--- src/design/gsls_ram.sv ---
// ----------------------------------------------------------------------------
// gsls_ram
// Single-port-write, single-port-read RAM with registered read data.
// ----------------------------------------------------------------------------
module gsls_ram #(
  parameter int unsigned WIDTH = 16,
  parameter int unsigned DEPTH = 16
) (
  input  logic                     clk_i,
  input  logic                     we_i,
  input  logic [$clog2(DEPTH)-1:0] waddr_i,
  input  logic [WIDTH-1:0]         wdata_i,
  input  logic [$clog2(DEPTH)-1:0] raddr_i,
  output logic [WIDTH-1:0]         rdata_o
);

  logic [WIDTH-1:0] mem [DEPTH];

  always_ff @(posedge clk_i) begin
    if (we_i) begin
      mem[waddr_i] <= wdata_i;
    end
    rdata_o <= mem[raddr_i];
  end

endmodule

--- config.mk ---
export PLATFORM = sky130hd
export DESIGN_NAME = gsls_ram
export DESIGN_NICKNAME = d
export VERILOG_FILES = /design/src/design/gsls_ram.sv
export SDC_FILE = /design/constraint.sdc
export NUM_CORES = 1
export LEC_CHECK = 0
export ABC_AREA = 1
export BUFFER_PORTS_ARGS = -buffer_cell sky130_fd_sc_hd__buf_2
export CORE_ASPECT_RATIO = 1.75
export CORE_MARGIN = 3
export CORE_UTILIZATION = 55
export CTS_BUF_LIST = sky130_fd_sc_hd__clkbuf_4
export DETAILED_ROUTE_END_ITERATION = 10
export GPL_ROUTABILITY_DRIVEN = 0
export GPL_TIMING_DRIVEN = 0
export PLACE_DENSITY = 0.73
export SLEW_MARGIN = 20
export SYNTH_ARGS = -nofsm -noshare
export SYNTH_HDL_FRONTEND = slang
export SYNTH_SLANG_ARGS = --single-unit
--- constraint.sdc ---
create_clock -name clk_i -period 1.85 [get_ports clk_i]
set_clock_uncertainty 0.1 [all_clocks]
set_input_delay 0.0925 -clock clk_i [delete_from_list [all_inputs] [get_ports clk_i]]
set_output_delay 0.0925 -clock clk_i [all_outputs]
set_load 0.01 [all_outputs]
Word-level counts from Yosys, hierarchy flattened
Memory sizes are Yosys's and may differ from the RTL's. A register that Yosys moved wholly into a read port is not among the register bits.
Cells that the tools add are included.

cells by class
  muxes and demuxes = 2

operators by type and width
  kind               count
  1-bit two-way mux  2

storage, ports and cells
  bits in registers = 0
  bits in writable memories = 256
  input bits = 26
  output and inout port bits = 16
  logic and storage cells = 3
  memories kept = 1

memory list
  memory  words  width  read ports  clocked after memory_dff  write ports  RTL line  RTL
  mem     16     16     1           1                         1            17        logic [WIDTH-1:0] mem [DEPTH];

Longest topological paths before layout
Gate-level depths: netlist of the first run.

  depth after elaboration = 2
  depth in mapped cells = 9

Least setup slack after synthesis of the first run
Ideal clock, no wire load.

  path kind = input port to flip-flop
  from = in waddr_i[2]
  to = mem mem[10][0], enable pin
  library setup time = 0.388 ns
  data arrival time = 1.004 ns
  path slack = 0.358 ns
  stages on the path = 2
  path buffers = 0
  cell sequence = nand3b_1 -> nor2_1

RTL lines
  element      RTL line  RTL
  from (decl)  11        input logic [$clog2(DEPTH)-1:0] waddr_i,
  to (decl)    17

Straight into the memory's write port.

==> results of run 1 <==
==> cells by family after synthesis <==
kind of cell           count (synthesis)  share of synthesized area
buffers and inverters                249                    0.09213
DFF                                  272                     0.7036
and+or+nand+nor                      553                     0.2043
==> state kept, by name, summed over array words and instances (netlist names) <==
register	flops
mem	256
rdata_o	16
==> worst reg2reg max path: stages (launching register included) <==
cell and delay [ns]:
edfxtp_1 0.36, inv_1 0.06, nand2_1 0.04, nand3_1 0.10, nand3_1 0.07, dlygate4sd3_1 0.56, nand3_1 0.15, nand2_1 0.08
==> timing repair <==
| action | in CTS | in global routing |
|---|---|---|
| hold buffers | 30 | 0 |
| endpoints found under the setup margin | 0 | 2 |
| resized for setup | 0 | 1 |
| endpoints found under the hold margin | 348 | 0 |
==> per-stage QoR <==
| stage | instance area (um^2) | cells | power (mW) | util | hold slack [ns] |
|---|---|---|---|---|---|
| after floorplan | 11380 | 1074 | 7.536 | - | 0.09137 |
| after global placement | 11890 | 1361 | 7.898 | 0.5859 | 0.3314 |
| after detailed placement | 12130 | 1377 | 7.942 | 0.5977 | 0.3286 |
| after CTS | 13120 | 1512 | 12.13 | 0.6467 | 0.02074 |
| after global routing | 13130 | 1513 | 12.48 | 0.6470 | 0.07631 |
| final | 13130 | 1513 | 12.11 | 0.6470 | 0.03315 |
==> cell type report <==
cell class | instances | area, um^2
Tap cell | 248 | 310.3
Timing Repair Buffer | 85 | 694.4
Sequential cell | 272 | 8008
Clock inverter | 26 | 102.6
Antenna cell | 1 | 2.502
Clock buffer | 79 | 593.1
Inverter | 198 | 743.2
Fill cell | 1587 | 7162
Buffer | 51 | 307.8
Multi-Input combinational cell | 553 | 2365
==> cells in the final DEF (no fill, tap or decap) <==
master,n
buf_1,1
buf_4,18
clkinv_2,4
diode_2,1
buf_2,57
inv_1,196
nand3b_1,2
nand2_1,341
edfxtp_1,256
clkbuf_1,10
nand3_1,193
inv_2,3
dfxtp_1,16
nor2_1,1
clkbuf_4,80
nor2_2,16
dlygate4sd3_1,30
clkinv_1,21
buf_6,14
buf_8,5
==> synth_stat cells <==
library cell | count | area [um^2]
nand2_1 | 341 | 1280
edfxtp_1 | 256 | 7687
nand3b_1 | 2 | 15.01
nand3_1 | 193 | 965.9
buf_2 | 19 | 95.09
inv_2 | 2 | 7.510
clkbuf_1 | 10 | 37.54
buf_6 | 3 | 33.78
dfxtp_1 | 16 | 320.3
inv_1 | 196 | 735.7
buf_4 | 18 | 135.1
buf_1 | 1 | 3.750
nor2_1 | 17 | 63.81
==> report_power, final <==
group	leakage (nW)	switching [mW]	internal, mW
sequential	2.45	0.0330	6.88
clock	0.416	2.25	1.99
combinational	2.89	0.656	0.306
==> final timing paths <==
path | startpoint | end | slack [ns]
min | raddr_i[0] | rdata_o[15]$_DFF_P_ | 0.03
max | raddr_i[1] | rdata_o[3]$_DFF_P_ | 0.1
max reg2reg | mem[1][2]$_DFFE_PP_ | rdata_o[2]$_DFF_P_ | 0.23
min reg2reg | mem[10][6]$_DFFE_PP_ | rdata_o[6]$_DFF_P_ | 0.56
==> metal layers <==
metal	up-vias	track usage	share of wire
met2	422	0.4781	0.54
met3	115	0.03920	0.071
met1	3793	0.2749	0.33
li1	3793	-	-
met4	0	0.1462	0.052
met5	-	0	0
==> metrics.txt, run 1 <==
critical path class input port to flip-flop; Post-Synthesis Cells 1074; H-tree Lvls 2; first-pass GRT wire length 43.12 mm; area delta synth->final 15.34%; critical path's top delay family buffers and inverters; Post-route DRC 0; WHS Path Cells 8; Synth Register Bits 272; initial antenna violation count 1; min Tclk post-route between 1.5 and 2 ns; GRT Total Usage 0.2593; die footprint 0.02252 mm^2; Die Ht slightly below 200 um; P_leak 5.755 nW; total setup buffers inserted after CTS 0; 1st-iter DRT viols 689; Total Wirelength 29.08 mm; largest net degree at the start of global routing 17; Cell Chain, Critical Path buf_2 -> dlygate4sd3_1 -> buf_2 -> buf_2 -> nand2_1 -> nand3_1 -> nand3_1 -> nand2_1 -> dlygate4sd3_1; PD cells roughly 920 mW/mm^2; setup TNS 0 ns; Final #Nets approximately 1200; r2r worst-path depth 7; RSZ-0062 raised after global routing false; Overflow after GRT 0; CP dominant cell by count buf_2; num rows between 60 and 70; Root Buffer clkbuf_4; Port Buf Inserts 39; WL/cell 19.22 um; I/O pins 42; status finished, final reports clean; Least-Margin Pin Slew 0.7931 ns; Critical Path Start Type input port; setup violators final 0; Mapped Area 0.01138 mm^2; drt pass-1 iters 5; clk sinks around 270; Min-Delay Path Class input port to flip-flop; CP max stage delay 0.54 ns; syn nets 1100; CTS tree done; Final WS setup approximately 0.096 ns; Worst Path Required 2.38 ns; CP max FO 10; Final period util 0.9481; pre-CTS setup slack about 0.079 ns; share of cells above drive strength 1 0.1559; syn avg cell area between 10 and 15 um^2; Max-slew headroom 0.4712; Clock Pin Slew Worst Setup and Hold Paths roughly 0.07 ns; Crit path arrival time 2.28 ns; Max Root-Sink Buffers 3; WP depth 9; antenna-violating nets left 0; WP buf/inv 5; final hold vios 0; routed vias/inst between 5 and 6; HPWL reported at the end of detailed placement 19.27 mm; Max Clk Rate 570.1 MHz; Max IR drop VDD 509.3 uV; via count 8123; CTS buffer count 58; clk_lat worst skew about 0.70 ns; Synth cell types 13; Ys Warns 0; slowest CP cell dlygate4sd3_1; number of global-route vias before repair roughly 8100; die width 114.7 um; Crit. End Element flip-flop; Core ar. 0.02029 mm^2; max-slew violations 0; sequential area share after synthesis 0.7036; Starting Density 0.5610; max cap viols 0
(Power assumes the default switching activity.)
==> run 2, diff against run 1 <==
--- a/config.mk
+++ b/config.mk
@@ -5,7 +5,6 @@
 export SDC_FILE = /design/constraint.sdc
 export NUM_CORES = 1
 export LEC_CHECK = 0
-export ABC_AREA = 1
 export BUFFER_PORTS_ARGS = -buffer_cell sky130_fd_sc_hd__buf_2
 export CORE_ASPECT_RATIO = 1.75
 export CORE_MARGIN = 3
==> metrics.txt, run 2 <==
Die Ht approximately 180 um; area delta synth->final 17.53%; Crit path arrival time approximately 2.2 ns; total setup buffers inserted after CTS 0; first-pass GRT wire length 32.37 mm; setup violators final 0; max FFs per register 256; antenna-violating nets left 0; # hold bufs at CTS 26; slowest CP cell dlygate4sd3_1; PD cells 999.3 mW/mm^2; routed vias/inst 5.951; Placed Instances slightly above 700; WL/cell 24.79 um; Min-Delay Path Class input port to flip-flop; number of synthesized flops with an enable pin ~260; setup TNS 0 ns; Hold Startpoint waddr_i[2]; 1st-iter DRT viols 382; Max IR drop VDD 530.8 uV; RSZ-0062 raised after global routing false; ys flop type edfxtp_1; Final period util 0.9495; I/O pins 42; Worst Path Required 2.32 ns; die width 108.2 um; Max-slew headroom 0.3990; cell with the most instances after synthesis edfxtp_1; worst hold slack -0.01521 ns; critical path class input port to flip-flop; CTS tree done; min Tclk post-route 1.757 ns; Mapped Area 0.01004 mm^2; largest registers mem (256), rdata_o (16); Post-synth top cells 256 x edfxtp_1, 54 x mux4_2, 32 x a22oi_1, 17 x nand2_1, 16 x dfxtp_1; Post-Synth XOR/XNOR Area 0; initial antenna violation count 1; Synth Register Bits 272; CP max stage delay 0.78 ns; Synth cell types 19; max cap viols 0; P_leak 3.936 nW; via count 5029; CTS resizes 0; Synth Area in Adders 0; r2r worst-path depth 3; Crit. End Element flip-flop; Root Buffer clkbuf_4; Starting Density 0.5675; Synth Area in Compound Gates 0.02392; CP max FO 4; syn nets 458; commonest non-fill, non-tap cell in the layout edfxtp_1; Design Area, Final 0.01180 mm^2; mux contribution to synthesized area 0.1473; reg-to-reg endpoint rdata_o[10]$_DFF_P_; Core ar. between 0.015 and 0.02 mm^2; largest net degree at the start of global routing 17; Ys Warns 0; cell taking the most area after synthesis edfxtp_1; Total Wirelength 20.95 mm; CTS buffer count between 50 and 60; sequential area share after synthesis 0.7973; num rows 64; Max Root-Sink Buffers 3; top-area cell type share of the netlist area 0.7654; Port Buf Inserts 39; Post-route DRC 0; fillers 1160; syn avg cell area ~23 um^2; Overflow after GRT 0; commonest cells after routing, fill and taps aside 256 x edfxtp_1, 78 x clkbuf_4, 54 x mux4_2; clk_lat worst skew ~0.65 ns; Final #Nets 598; pre-CTS setup slack -0.1895 ns; final hold vios 4; max-slew violations 0; Final Total Pwr 11.80 mW; Reg with most FFs mem; Post-Synth Simple-Gate Area 0.01919; HPWL reported at the end of detailed placement 13.74 mm; Final WS setup between 0.09 and 0.1 ns; reg2reg start mem[1][10]$_DFFE_PP_; Clock Pin Slew Worst Setup and Hold Paths 0.07 ns; top cells by area in the synthesized netlist edfxtp_1 77%, mux4_2 12%, dfxtp_1 3.2%; Cell Chain, Critical Path dlygate4sd3_1 -> buf_2 -> nor2_1 -> dlygate4sd3_1 -> a22oi_1 -> nand2_1; Post-Synthesis Cells 432; status finished with violations; Reg2Reg Setup Slack between 0.3 and 0.4 ns; Hold Path Sink mem[0][12]$_DFFE_PP_; drt pass-1 iters 6; largest family of logic cells by synthesized area multiplexers; GRT Total Usage 0.2252; placed cell areas 0.01084 mm^2; Critical Path Start Type input port; Post-Layout Cell Count 845; CP dominant cell by count dlygate4sd3_1; WHS Path Cells 3; H-tree Lvls 2; clk sinks between 200 and 300; Max Clk Rate 569.3 MHz; die footprint 0.01998 mm^2; ys async rst share 0; share of cells above drive strength 1 0.3556; number of global-route vias before repair 5514; failing checks negative hold slack; Least-Margin Pin Slew 0.9016 ns; utilization after layout 0.6670
[run 2: cell count changes in the layout (fill, tap and decap cells not counted), moves of 4 or more]
cell / previous run / this run
buf_6: 14 / 4
nand2_1: 341 / 17
nand3_1: 193 / 1
inv_1: 196 / 0
buf_8: 5 / 16
a22oi_1: 0 / 32
dlygate4sd3_1: 30 / 26
buf_2: 57 / 42
nor3_4: 0 / 4
mux4_1: 0 / 10
nor2_2: 16 / 12
mux4_2: 0 / 54
buf_4: 18 / 3
[run 2: worst max-delay path by stage]
stage | start | to | slack (ns) | cells past startpoint
2_1_floorplan | waddr_i[2] | mem[1][0]$_DFFE_PP_ | 0.04 | 2
3_3_place_gp | waddr_i[2] | mem[1][2]$_DFFE_PP_ | -0.79 | 3
3_5_place_dp | raddr_i[1] | rdata_o[13]$_DFF_P_ | -0.19 | 5
4_1_cts | raddr_i[3] | rdata_o[13]$_DFF_P_ | 0.06 | 7
5_1_grt | raddr_i[2] | rdata_o[7]$_DFF_P_ | 0.03 | 7
6_report | raddr_i[2] | rdata_o[0]$_DFF_P_ | 0.09 | 6
[run 2: cell type report]
| class | instances | area (um^2) | area share |
|---|---|---|---|
| clock buffer | 78 | 585.6 | 0.04961 |
| sequential | 272 | 8008 | 0.6784 |
| multi-input combinational | 139 | 1987 | 0.1683 |
| tap | 231 | 289.0 | 0.02449 |
| buffer | 21 | 123.9 | 0.01049 |
| timing repair buffer | 81 | 695.7 | 0.05894 |
| clock inverter | 22 | 112.6 | 0.009540 |
| antenna | 1 | 2.502 | 0.0002120 |
[run 2: cells by family after synthesis]
logic type             after synthesis
multiplexers                        64
buffers and inverters               21
AND/OR/NAND/NOR                     43
flip-flops                         272
AO/OA/AOI/OAI                       32
[run 2: critical path: cells and delay by family]
family                 cells  cell delay [ns]
AOI/OAI and AO/OA          1             0.14
buffers and inverters      3             1.45
and+or+nand+nor            2             0.55
[run 2: report_power, final]
part / total, mW / switching [mW] / leakage, nW / internal, mW
clock network: 4.19 / 2.09 / 0.413 / 2.09
registers: 6.92 / 0.0345 / 2.45 / 6.88
logic: 0.694 / 0.390 / 1.08 / 0.303
total: 11.8 / 2.52 / 3.94 / 9.28
[run 2: per-layer routing]
layer / share of wire / vias to the layer above / GRT usage
li1: - / 2156 / -
met1: 0.36 / 2621 / 0.2780
met2: 0.55 / 209 / 0.3853
met3: 0.055 / 43 / 0.04031
met4: 0.042 / 0 / 0.1082
met5: 0 / - / 0
==> run 3, diff against run 2 <==
--- a/config.mk
+++ b/config.mk
@@ -9,7 +9,6 @@
 export CORE_ASPECT_RATIO = 1.75
 export CORE_MARGIN = 3
 export CORE_UTILIZATION = 55
-export CTS_BUF_LIST = sky130_fd_sc_hd__clkbuf_4
 export DETAILED_ROUTE_END_ITERATION = 10
 export GPL_ROUTABILITY_DRIVEN = 0
 export GPL_TIMING_DRIVEN = 0
==> metrics.txt, run 3 (synthesis gave the netlist of run 2 again) <==
PD cells between 1000 and 1500 mW/mm^2; CTS buffer count 23; slowest CP cell buf_1; Critical Path Start Type input port; commonest cells after routing, fill and taps aside 256 x edfxtp_1, 54 x mux4_2, 42 x buf_2; # hold bufs at CTS 16; 1st-iter DRT viols approximately 420; commonest non-fill, non-tap cell in the layout edfxtp_1; Design Area, Final around 0.012 mm^2; Post-route DRC 0; clk_lat worst skew between 0.4 and 0.5 ns; Min-Delay Path Class input port to flip-flop; Max IR drop VDD 948.1 uV; initial antenna violation count 0; Root Buffer clkbuf_16; max FFs per register about 260; Overflow after GRT 0; first-pass GRT wire length 31.77 mm; status finished, final reports clean; P_leak ~3.9 nW; met2 WL 11.30 mm; share of cells above drive strength 1 0.3125; placed cell areas 0.01084 mm^2; WP buf/inv 2; Worst Path Required about 2.1 ns; Die Ht 184.8 um; DR WL met3 1.182 mm; Final period util 0.8331; Port Buf Inserts 39; max-slew violations 0; largest net degree at the start of global routing 17; max cap viols 0; HPWL reported at the end of detailed placement 13.74 mm; antenna-violating nets left 0; r2r worst-path depth 3; Total Wirelength 20.87 mm; Max-slew headroom 0.4217; via count 4756; num rows 64; area delta synth->final 17.20%; clk sinks around 270; WP depth 5; routed vias/inst 6.137; CP max FO 10; Max Root-Sink Buffers 3; critical path class input port to flip-flop; antenna diode count 0; min Tclk post-route roughly 1.5 ns; Core ar. 0.01770 mm^2; I/O pins 42; Crit path arrival time 1.82 ns; Placed Instances 718; CTS tree done; total setup buffers inserted after CTS 0; die width 108.2 um; WHS Path Cells 2; final hold vios 0; largest registers mem (256), rdata_o (16); CTS resizes 0; Final #Nets 554; number of global-route vias before repair 5221; Reg with most FFs mem; H-tree Lvls 1; WL/cell 26.93 um; WL met1 7.632 mm; Clock Pin Slew Worst Setup and Hold Paths ~0.060 ns; Max Clk Rate between 600 and 700 MHz; CP max stage delay 0.64 ns; RSZ-0062 raised after global routing false; critical path's top delay family buffers and inverters; Cell Chain, Critical Path buf_2 -> buf_1 -> mux4_1 -> a22oi_1 -> nand2_1; Least-Margin Pin Slew 0.8674 ns; Crit. End Element flip-flop; Post-Layout Cell Count slightly below 800; Starting Density 0.5675; setup violators final 0; setup TNS 0 ns; GRT Total Usage 0.2219; drt pass-1 iters 5; top layer in use met4; die footprint 0.01998 mm^2
==> run 3: cell types whose count changed in the layout (fill, tap and decap cells not counted), sizes merged <==
cell         before  now
bufinv            1    4
clkinvlp          0    1
dlygate4sd3      26   16
clkinv           21    8
clkbuf           86   36
diode             1    0
==> run 3: worst register-to-register path, delay by kind of cell (launching register included) <==
family          cells  cell delay [ns]
compound gates      1             0.30
flops               1             0.37
mux                 1             0.53
simple gates        1             0.11
==> run 3: power breakdown <==
group | total [mW] | internal, mW | switching [mW]
sequential | 6.92 | 6.88 | 0.0360
clock | 4.91 | 2.88 | 2.02
combinational | 0.680 | 0.291 | 0.389
total | 12.5 | 10.1 | 2.45
==> run 3: per-stage QoR <==
stage / utilization / total power [mW] / hold WS [ns] / setup slack (ns)
2_1_floorplan: - / 7.405 / 0.09137 / 0.04260
3_3_place_gp: 0.5960 / 7.650 / 0.3640 / -0.7924
3_5_place_dp: 0.6127 / 7.714 / 0.3772 / -0.1895
4_1_cts: 0.6652 / 12.59 / 0.04090 / 0.2972
5_1_grt: 0.6652 / 12.88 / 0.05362 / 0.2302
6_report: 0.6652 / 12.51 / 0.05204 / 0.3088
==> run 3: layer usage <==
| metal | GRT usage | vias to the layer above |
|---|---|---|
| met2 | 0.3816 | 185 |
| li1 | - | 2026 |
| met4 | 0.08544 | 0 |
| met5 | 0 | - |
| met3 | 0.02909 | 43 |
| met1 | 0.2901 | 2502 |
==> run 3: path summary, 6_finish.rpt <==
| path | slack (ns) | startpoint | end |
|---|---|---|---|
| setup / recovery | 0.31 | raddr_i[1] | rdata_o[10]$_DFF_P_ |
| hold / removal | 0.05 | waddr_i[1] | mem[4][12]$_DFFE_PP_ |
| setup reg to reg | 0.33 | mem[1][10]$_DFFE_PP_ | rdata_o[10]$_DFF_P_ |
| hold reg to reg | 0.57 | mem[12][0]$_DFFE_PP_ | rdata_o[0]$_DFF_P_ |
==> run 3: cell type report <==
cell class,instances,area (um^2)
multi-input cells,139,1987
flip-flops and latches,272,8008
clock buffers,28,604.3
clock inverters,13,163.9
plain buffers,21,123.9
repair buffers,71,595.6
fillers,1111,5926
well taps,231,289.0
